`src/design/snru_pkg.sv`:
```
// shared types, codes and the update rule function for the signed network rule update block
package snru_pkg;

   localparam int NODES_DEF = 10;
   localparam int NODES_MAX = 16;
   localparam int NODE_W    = 4;
   localparam int ROW_W     = 10;
   localparam int RULE_W    = 2;

   typedef enum logic [1:0] {
      KIND_WRITE = 2'd0,
      KIND_STEP  = 2'd1,
      KIND_READ  = 2'd2
   } kind_type;

   typedef enum logic [RULE_W-1:0] {
      RULE_4 = 2'd0,
      RULE_6 = 2'd1,
      RULE_7 = 2'd2,
      RULE_8 = 2'd3
   } rule_type;

   typedef enum logic [1:0] {
      SEQ_IDLE = 2'd0,
      SEQ_EXEC = 2'd1,
      SEQ_SCAN = 2'd2
   } seq_state_type;

   typedef enum logic [1:0] {
      LANE_HOLD   = 2'd0,
      LANE_WRITE  = 2'd1,
      LANE_UPDATE = 2'd2,
      LANE_CHECK  = 2'd3
   } lane_op_type;

   typedef struct packed {
      logic [1:0]        kind;
      logic [NODE_W-1:0] node_a;
      logic [NODE_W-1:0] node_b;
      logic              sign_bit;
   } req_type;

   typedef struct packed {
      logic             absorbing;
      logic [ROW_W-1:0] row_bits;
   } rsp_type;

   typedef struct packed {
      lane_op_type       op;
      rule_type          rule;
      logic [NODE_W-1:0] sel_a;
      logic [NODE_W-1:0] sel_b;
      logic              sign_bit;
   } lane_ctrl_type;

   typedef struct packed {
      logic [NODES_MAX-1:0] row;
      logic                 mismatch;
   } lane_stat_type;

   // a = m[o][d], b = m[d][r], c = m[o][r]; 1 is +1, 0 is -1
   function automatic logic apply_rule(rule_type rule, logic a, logic b, logic c);
      logic v;
      case (rule)
         RULE_4:  v = b ? (a | c) : ~c;
         RULE_6:  v = ~(b ^ c);
         RULE_7:  v = b ? (a | c) : (a & ~c);
         RULE_8:  v = b ? c : (a & ~c);
         default: v = a;
      endcase
      return v;
   endfunction

endpackage

```
`src/design/signed_network_rule_update.sv`:
```
// top level of the signed network rule update block
//
//  channel   ports                            transfer
//  request   start, busy, req_data            start & !busy
//  response  rsp_valid, rsp_data              rsp_valid, one cycle, no backpressure
//  config    csr_valid, csr_ready, csr_data   csr_valid & csr_ready
//
// write, read and unknown requests answer from the execute state through the response register
// a step answers after its column update and a scan of up to NODES*NODES (d, r) pairs, one pair per cycle through
//   the shared row port and the row evaluators, stopping at the first changing triple
// busy goes high after a request is accepted and stays high until the response cycle; the next request may start then
// reset clears the matrix to all -1 and selects rule 4
module signed_network_rule_update #(
   parameter int NODES = snru_pkg::NODES_DEF
) (
   input  logic                          clock,
   input  logic                          reset,
   input  logic                          start,
   output logic                          busy,
   input  snru_pkg::req_type             req_data,
   output logic                          rsp_valid,
   output snru_pkg::rsp_type             rsp_data,
   input  logic                          csr_valid,
   output logic                          csr_ready,
   input  logic [snru_pkg::RULE_W-1:0]   csr_data
);

   snru_pkg::rule_type      rule_ff;
   snru_pkg::lane_ctrl_type ctrl;
   snru_pkg::lane_stat_type stat;

   assign csr_ready = 1'b1;

   always_ff @(posedge clock) begin
      if (reset) begin
         rule_ff <= snru_pkg::RULE_4;
      end else if (csr_valid && csr_ready) begin
         rule_ff <= snru_pkg::rule_type'(csr_data);
      end
   end

   snru_seq #(
      .NODES (NODES)
   ) u_seq (
      .clock     (clock),
      .reset     (reset),
      .start     (start),
      .req_data  (req_data),
      .rule      (rule_ff),
      .stat      (stat),
      .busy      (busy),
      .ctrl      (ctrl),
      .rsp_valid (rsp_valid),
      .rsp_data  (rsp_data)
   );

   snru_lanes #(
      .NODES (NODES)
   ) u_lanes (
      .clock (clock),
      .reset (reset),
      .ctrl  (ctrl),
      .stat  (stat)
   );

endmodule

```
`src/design/snru_lanes.sv`:
```
// sign matrix rows with one rule evaluator per row, shared over all (d, r) pairs
module snru_lanes #(
   parameter int NODES = snru_pkg::NODES_DEF
) (
   input  logic                    clock,
   input  logic                    reset,
   input  snru_pkg::lane_ctrl_type ctrl,
   output snru_pkg::lane_stat_type stat
);

   localparam int IDX_W = (NODES > 1) ? $clog2(NODES) : 1;

   logic [NODES-1:0] rows_ff [NODES];
   logic [NODES-1:0] rows_in [NODES];
   logic [IDX_W-1:0] ia;
   logic [IDX_W-1:0] ib;
   logic [NODES-1:0] sel_row;
   logic             b_bit;
   logic [NODES-1:0] new_bit;
   logic [NODES-1:0] diff;

   assign ia      = ctrl.sel_a[IDX_W-1:0];
   assign ib      = ctrl.sel_b[IDX_W-1:0];
   // one shared row port: row d for the b term, or the row being read
   assign sel_row = rows_ff[ia];
   assign b_bit   = sel_row[ib];

   always_comb begin
      rows_in = rows_ff;
      for (int o = 0; o < NODES; o++) begin
         new_bit[o] = snru_pkg::apply_rule(ctrl.rule, rows_ff[o][ia], b_bit, rows_ff[o][ib]);
         diff[o]    = new_bit[o] ^ rows_ff[o][ia];
         if (ctrl.op == snru_pkg::LANE_WRITE && IDX_W'(o) == ia) begin
            rows_in[o][ib] = ctrl.sign_bit;
         end
         if (ctrl.op == snru_pkg::LANE_UPDATE) begin
            rows_in[o][ia] = new_bit[o];
         end
      end
   end

   always_ff @(posedge clock) begin
      if (reset) begin
         for (int o = 0; o < NODES; o++) begin
            rows_ff[o] <= '0;
         end
      end else begin
         rows_ff <= rows_in;
      end
   end

   assign stat.row      = snru_pkg::NODES_MAX'(sel_row);
   assign stat.mismatch = (ctrl.op == snru_pkg::LANE_CHECK) && (|diff);

endmodule

```
`src/design/snru_seq.sv`:
```
// request sequencer: executes writes, reads and column steps; after a step it sweeps the absorbing check
module snru_seq #(
   parameter int NODES = snru_pkg::NODES_DEF
) (
   input  logic                    clock,
   input  logic                    reset,
   input  logic                    start,
   input  snru_pkg::req_type       req_data,
   input  snru_pkg::rule_type      rule,
   input  snru_pkg::lane_stat_type stat,
   output logic                    busy,
   output snru_pkg::lane_ctrl_type ctrl,
   output logic                    rsp_valid,
   output snru_pkg::rsp_type       rsp_data
);

   localparam int IDX_W = (NODES > 1) ? $clog2(NODES) : 1;
   localparam logic [IDX_W-1:0] IDX_LAST = IDX_W'(NODES - 1);
   localparam logic [snru_pkg::NODE_W:0] NODES_V = (snru_pkg::NODE_W + 1)'(NODES);

   snru_pkg::seq_state_type state_ff, state_in;
   snru_pkg::req_type       req_ff, req_in;
   logic [IDX_W-1:0]        scan_a_ff, scan_a_in;
   logic [IDX_W-1:0]        scan_b_ff, scan_b_in;
   logic                    rsp_valid_ff, rsp_valid_in;
   snru_pkg::rsp_type       rsp_ff, rsp_in;
   logic                    a_ok;
   logic                    b_ok;
   logic                    scan_last;

   assign a_ok      = {1'b0, req_ff.node_a} < NODES_V;
   assign b_ok      = {1'b0, req_ff.node_b} < NODES_V;
   assign scan_last = (scan_a_ff == IDX_LAST) && (scan_b_ff == IDX_LAST);

   // next state
   always_comb begin
      state_in = state_ff;
      case (state_ff)
         snru_pkg::SEQ_IDLE: begin
            if (start) begin
               state_in = snru_pkg::SEQ_EXEC;
            end
         end
         snru_pkg::SEQ_EXEC: begin
            if (req_ff.kind == snru_pkg::KIND_STEP) begin
               state_in = snru_pkg::SEQ_SCAN;
            end else begin
               state_in = snru_pkg::SEQ_IDLE;
            end
         end
         snru_pkg::SEQ_SCAN: begin
            if (stat.mismatch || scan_last) begin
               state_in = snru_pkg::SEQ_IDLE;
            end
         end
         default: state_in = snru_pkg::SEQ_IDLE;
      endcase
   end

   // outputs, lane control and scan counters
   always_comb begin
      req_in        = req_ff;
      scan_a_in     = scan_a_ff;
      scan_b_in     = scan_b_ff;
      rsp_valid_in  = 1'b0;
      rsp_in        = '0;
      ctrl.op       = snru_pkg::LANE_HOLD;
      ctrl.rule     = rule;
      ctrl.sel_a    = req_ff.node_a;
      ctrl.sel_b    = req_ff.node_b;
      ctrl.sign_bit = req_ff.sign_bit;
      case (state_ff)
         snru_pkg::SEQ_IDLE: begin
            if (start) begin
               req_in = req_data;
            end
         end
         snru_pkg::SEQ_EXEC: begin
            scan_a_in = '0;
            scan_b_in = '0;
            case (req_ff.kind)
               snru_pkg::KIND_WRITE: begin
                  if (a_ok && b_ok) begin
                     ctrl.op = snru_pkg::LANE_WRITE;
                  end
                  rsp_valid_in = 1'b1;
               end
               snru_pkg::KIND_STEP: begin
                  if (a_ok && b_ok) begin
                     ctrl.op = snru_pkg::LANE_UPDATE;
                  end
               end
               snru_pkg::KIND_READ: begin
                  rsp_valid_in = 1'b1;
                  if (a_ok) begin
                     rsp_in.row_bits = stat.row[snru_pkg::ROW_W-1:0];
                  end
               end
               default: rsp_valid_in = 1'b1;
            endcase
         end
         snru_pkg::SEQ_SCAN: begin
            ctrl.op    = snru_pkg::LANE_CHECK;
            ctrl.sel_a = snru_pkg::NODE_W'(scan_a_ff);
            ctrl.sel_b = snru_pkg::NODE_W'(scan_b_ff);
            if (stat.mismatch || scan_last) begin
               rsp_valid_in     = 1'b1;
               rsp_in.absorbing = ~stat.mismatch;
            end
            if (scan_b_ff == IDX_LAST) begin
               scan_b_in = '0;
               scan_a_in = scan_a_ff + 1'b1;
            end else begin
               scan_b_in = scan_b_ff + 1'b1;
            end
         end
         default: ;
      endcase
   end

   always_ff @(posedge clock) begin
      if (reset) begin
         state_ff     <= snru_pkg::SEQ_IDLE;
         rsp_valid_ff <= 1'b0;
         scan_a_ff    <= '0;
         scan_b_ff    <= '0;
      end else begin
         state_ff     <= state_in;
         rsp_valid_ff <= rsp_valid_in;
         scan_a_ff    <= scan_a_in;
         scan_b_ff    <= scan_b_in;
      end
   end

   always_ff @(posedge clock) begin
      req_ff <= req_in;
      rsp_ff <= rsp_in;
   end

   assign busy      = (state_ff != snru_pkg::SEQ_IDLE);
   assign rsp_valid = rsp_valid_ff;
   assign rsp_data  = rsp_ff;

   a_rsp_after_work: assert property (@(posedge clock) disable iff (reset)
      rsp_valid_ff |-> ($past(state_ff) == snru_pkg::SEQ_EXEC
                        || $past(state_ff) == snru_pkg::SEQ_SCAN))
      else $error("response without a request in progress");

   a_start_enters_exec: assert property (@(posedge clock) disable iff (reset)
      (state_ff == snru_pkg::SEQ_IDLE && start) |=> state_ff == snru_pkg::SEQ_EXEC)
      else $error("accepted request did not start executing");

   a_short_req_answers: assert property (@(posedge clock) disable iff (reset)
      (state_ff == snru_pkg::SEQ_EXEC && req_ff.kind != snru_pkg::KIND_STEP)
      |=> rsp_valid_ff && state_ff == snru_pkg::SEQ_IDLE)
      else $error("write, read or unknown request not answered next cycle");

   a_scan_in_range: assert property (@(posedge clock) disable iff (reset)
      state_ff == snru_pkg::SEQ_SCAN |-> (scan_a_ff <= IDX_LAST && scan_b_ff <= IDX_LAST))
      else $error("absorbing scan index out of range");

endmodule
```
`config.mk`:
```
export PLATFORM = sky130hd
export DESIGN_NAME = signed_network_rule_update
export DESIGN_NICKNAME = d
export VERILOG_FILES = /design/src/design/snru_pkg.sv /design/src/design/signed_network_rule_update.sv /design/src/design/snru_lanes.sv /design/src/design/snru_seq.sv
export SDC_FILE = /design/constraint.sdc
export NUM_CORES = 1
export LEC_CHECK = 0
export BUFFER_PORTS_ARGS = -buffer_cell sky130_fd_sc_hd__buf_2
export CAP_MARGIN = 20
export CORE_ASPECT_RATIO = 0.5
export CORE_UTILIZATION = 55
export DETAILED_ROUTE_END_ITERATION = 10
export PLACE_DENSITY = 0.81
export SYNTH_ARGS = -nofsm -noshare
export SYNTH_HDL_FRONTEND = slang
export SYNTH_SLANG_ARGS = --single-unit
```
`constraint.sdc`:
```
create_clock -name clock -period 5.7 [get_ports clock]
set_clock_uncertainty 0.05 [all_clocks]
set_input_delay 1.14 -clock clock [delete_from_list [all_inputs] [get_ports clock]]
set_output_delay 1.14 -clock clock [all_outputs]
set_load 0.02 [all_outputs]
```
==> flow_metrics.env <==
export IMPL_overflow=0
export IMPL_diodes=0
export IMPL_synth_top_cell_area_share=0.231
export IMPL_finalCriticalPeriod_ns=5.20
export IMPL_worst_endpoint_arrival_ns=5.51
export IMPL_syn_cell_area_um2=10700
export IMPL_clk_latency_ns=0.45
export IMPL_p_switching_mw=0.922
export IMPL_synthDistinctLibCells=94
export IMPL_rsz0062_at_grt="no"
export IMPL_grt_pass1_wl_um=69900
export IMPL_tightest_slew_ns=1.15
export IMPL_critical_path_class="reg2reg"
export IMPL_first_iter_violations=2027
export IMPL_grtUsageTotal=0.489
export IMPL_synth_seq_cells=135
export IMPL_ant_nets=0
export IMPL_fin_total_pwr_mw=2.67
export IMPL_cts_resized=0
export IMPL_worstSetupEndpointType="flop"
export IMPL_place_port_buffers=29
export IMPL_synthMuxAreaShare=0.241
export IMPL_clk_path_buf_depth=2
export IMPL_synthSimpleGateAreaFrac=0.189
export IMPL_synthArstFlopShare=0
export IMPL_synthFlopType="dfxtp_1"
export IMPL_die_x_um=200
export IMPL_grt_use_met3=0.253
export IMPL_cts_root_buf="clkbuf_16"
export IMPL_hpwl_um=36000
export IMPL_cts_tree="built"
export IMPL_nNetsFinal=1298
export IMPL_gp_congestion=1.13
export IMPL_worst_endpoint_required_ns=6.01
export IMPL_dr_total_vias=11400
export IMPL_worst_path_buf_inv=2
export IMPL_postCtsSetupBuffers=0
export IMPL_final_area_um2=11600
export IMPL_cts_htree_levels=4
export IMPL_grt_busiest_layer="met1"
export IMPL_fmax_mhz=192
export IMPL_cts_hold_buffers=0
export IMPL_power_leakage_nw=4.05
export IMPL_cts_sinks=135
export IMPL_cp_max_fo=37
export IMPL_path_clk_slew_ns=0.06
export IMPL_rows=35
export IMPL_nFillCells=1615
export IMPL_synth_cells=1301
export IMPL_maxCapViolations=0
export IMPL_power_share_combinational=0.204
export IMPL_drive_above_1_share=0.214
export IMPL_power_switching_share=0.345
export IMPL_status="completed"
export IMPL_route_detailed_drc=0
export IMPL_placed_cells=1514
export IMPL_syn_avg_cell_area_um2=8.26
export IMPL_setup_viol=0
export IMPL_powerDensity_nw_per_um2=230
export IMPL_instances_no_fill=1546
export IMPL_synth_edf_count=11
export IMPL_core_area_um2=18700
export IMPL_synth_top_family_by_area="compound AO/OA/AOI/OAI gates"
export IMPL_layout_setup_ws_ns=0.498
export IMPL_cpPeakStageDelay_ns=0.83
export IMPL_dieArea_um2=20100
export IMPL_synth_xor_area_frac=0
export IMPL_ys_seq_area_frac=0.262
export IMPL_io_pins=31
export IMPL_startpoint_type="flop"
export IMPL_fp_dieH_um=101
export IMPL_grt_pass1_vias=10200
export IMPL_synthToLayoutAreaGrowth_pct=8.22
export IMPL_antenna_found_initial=1
export IMPL_period_share=0.913
export IMPL_crit_chain="inv_1 -> ha_2 -> buf_12 -> mux2i_2 -> nor3_1 -> a2111oi_0 -> o22a_1 -> o22ai_1 -> a211oi_1 -> a31oi_1 -> o2bb2ai_2 -> a21boi_2 -> or2_1 -> a221oi_2"
export IMPL_power_internal_mw=1.75
export IMPL_ir_drop_mv=0.295
export IMPL_synthTopCellsByArea="dfxtp_1 23%, mux2_2 12%, mux2i_1 8.9%, nor2_1 8.8%, a211oi_1 7.3%"
export IMPL_synth_nets=1325
export IMPL_wl_per_cell_um=31.4
export IMPL_synthAdderAreaFrac=0.00815
export IMPL_use_met2=0.627
export IMPL_seqPwrFrac=0.370
export IMPL_synth_compound_area_share=0.242
export IMPL_cpMaxStageDelayCell="a2111oi_0"
export IMPL_finish_utilization=0.620
export IMPL_yosysWarningCount=0
export IMPL_initial_core_util=0.573
export IMPL_wl_um=48600
export IMPL_post_place_ws_ns=0.688
export IMPL_placed_area_um2=11000
export IMPL_whs_ns=0.526
export IMPL_grt_max_degree=101
export IMPL_grtUsageMet1=0.679
export IMPL_relSlewSlack=0.233
export IMPL_hold_viol_final=0
export IMPL_slew_violations=0
export IMPL_drt_pass1_iter_count=8
export IMPL_post_drt_via_cell_ratio=7.39
export IMPL_cts_buffers=17
export IMPL_tns_ns=0
export IMPL_hold_class="reg2reg"
export IMPL_pwr_share_clk=0.427
export IMPL_yosysTopAreaCell="dfxtp_1"
export IMPL_crit_family="compound AO/OA/AOI/OAI gates"
-- state kept, by name, indices dropped and copies added, names as in the netlist --
signal and cells:
rule_ff 2, u_lanes.rows_ff 100, u_seq.ctrl 1, u_seq.req_ff 10, u_seq.rsp_data 11, u_seq.rsp_valid 1
u_seq.scan_a_ff 4, u_seq.scan_b_ff 4, u_seq.state_ff 2
-- cell usage after synthesis (6+ instances only) --
| cell | instances |
|---|---|
| mux2i_1 | 95 |
| a21oi_1 | 38 |
| o21ai_0 | 45 |
| or3_1 | 7 |
| dfxtp_1 | 124 |
| o211ai_1 | 20 |
| buf_4 | 8 |
| a22oi_1 | 13 |
| o22ai_1 | 37 |
| a2111oi_0 | 6 |
| mux2_2 | 118 |
| nand2_1 | 49 |
| o21ai_2 | 9 |
| o221ai_1 | 14 |
| nor3_1 | 17 |
| nor3b_1 | 17 |
| nor2b_1 | 11 |
| a211oi_1 | 104 |
| nand3b_1 | 9 |
| ha_1 | 7 |
| or2_2 | 9 |
| nand3_1 | 7 |
| clkbuf_1 | 76 |
| nor2_1 | 253 |
| inv_1 | 20 |
| edfxtp_1 | 11 |
| a21boi_0 | 6 |
| nand2b_1 | 8 |
| buf_6 | 6 |
| buf_2 | 21 |
| o22a_1 | 10 |
| mux4_2 | 9 |
-- layer usage --
metal | wire length [µm] | up-vias | part of all wire
met3 | 9360 | 180 | 0.19
met2 | 17600 | 1014 | 0.36
met5 | 0 | - | 0
met4 | 1900 | 0 | 0.039
li1 | - | 4789 | -
met1 | 19700 | 5446 | 0.41
-- worst paths after layout --
path	start	end	slack [ns]	depth (start not counted)
worst max-delay path	u_seq.state_ff[0]	u_seq.state_ff[0]	0.50	14
worst min-delay path	u_seq.scan_b_ff[3]	u_seq.scan_b_ff[3]	0.53	2
worst min register to register	u_seq.scan_b_ff[3]	u_seq.scan_b_ff[3]	0.53	2
worst max register to register	u_seq.state_ff[0]	u_seq.state_ff[0]	0.50	14
-- cells in the final DEF, fill, tap and decap left out, drive strengths merged, types with 8 or more instances in the layout --
cell type,count
a211oi,105
a21oi,39
a22oi,13
and2,8
buf,71
clkbuf,18
dfxtp,124
edfxtp,11
inv,30
mux2,121
mux2i,99
mux4,9
nand2,49
nand2b,8
nand3b,9
nor2,253
nor2b,11
nor3,18
nor3b,17
o211ai,20
o21ai,57
o221ai,14
o22a,10
o22ai,37
or2,14
or3b,8
-- worst reg2reg max path: stages, from the launching register on --
cell and delay, ns:
dfxtp_1 0.33, inv_1 0.13, ha_2 0.80, buf_12 0.30
mux2i_2 0.82, nor3_1 0.08, a2111oi_0 0.83, o22a_1 0.35
o22ai_1 0.10, a211oi_1 0.25, a31oi_1 0.17, o2bb2ai_2 0.26
a21boi_2 0.12, or2_1 0.25, a221oi_2 0.28
-- final cells by class --
| cell class | count | area [µm²] | area share |
|---|---|---|---|
| multi-input cells | 1028 | 7330 | 0.630 |
| flip-flops and latches | 135 | 2810 | 0.242 |
| repair buffers | 71 | 500 | 0.0430 |
| clock buffers | 18 | 429 | 0.0369 |
| well taps | 259 | 324 | 0.0279 |
| clock inverters | 14 | 154 | 0.0132 |
| inverters | 21 | 78.8 | 0.00678 |
-- kinds of logic (layout without fill, tap and decap cells) --
family / Yosys count / after routing
flip-flops: 135 / 135
other: 1 / 1
buffers and inverters: 138 / 124
AND/OR/NAND/NOR: 432 / 432
AO/OA/AOI/OAI: 359 / 359
multiplexers: 229 / 229
adder cells (fa/ha/maj): 7 / 7
-- power by group through the flow --
stage / Sequential, mW / Combinational, mW / Clock, mW
after floorplan: 0.993 / 0.335 / 0
final: 0.988 / 0.545 / 1.14
after global placement: 1.01 / 0.511 / 0
after detailed placement: 1.01 / 0.511 / 0
after CTS: 0.986 / 0.512 / 1.13
after global routing: 0.988 / 0.553 / 1.18
Power figures use the tool's default switching activity.
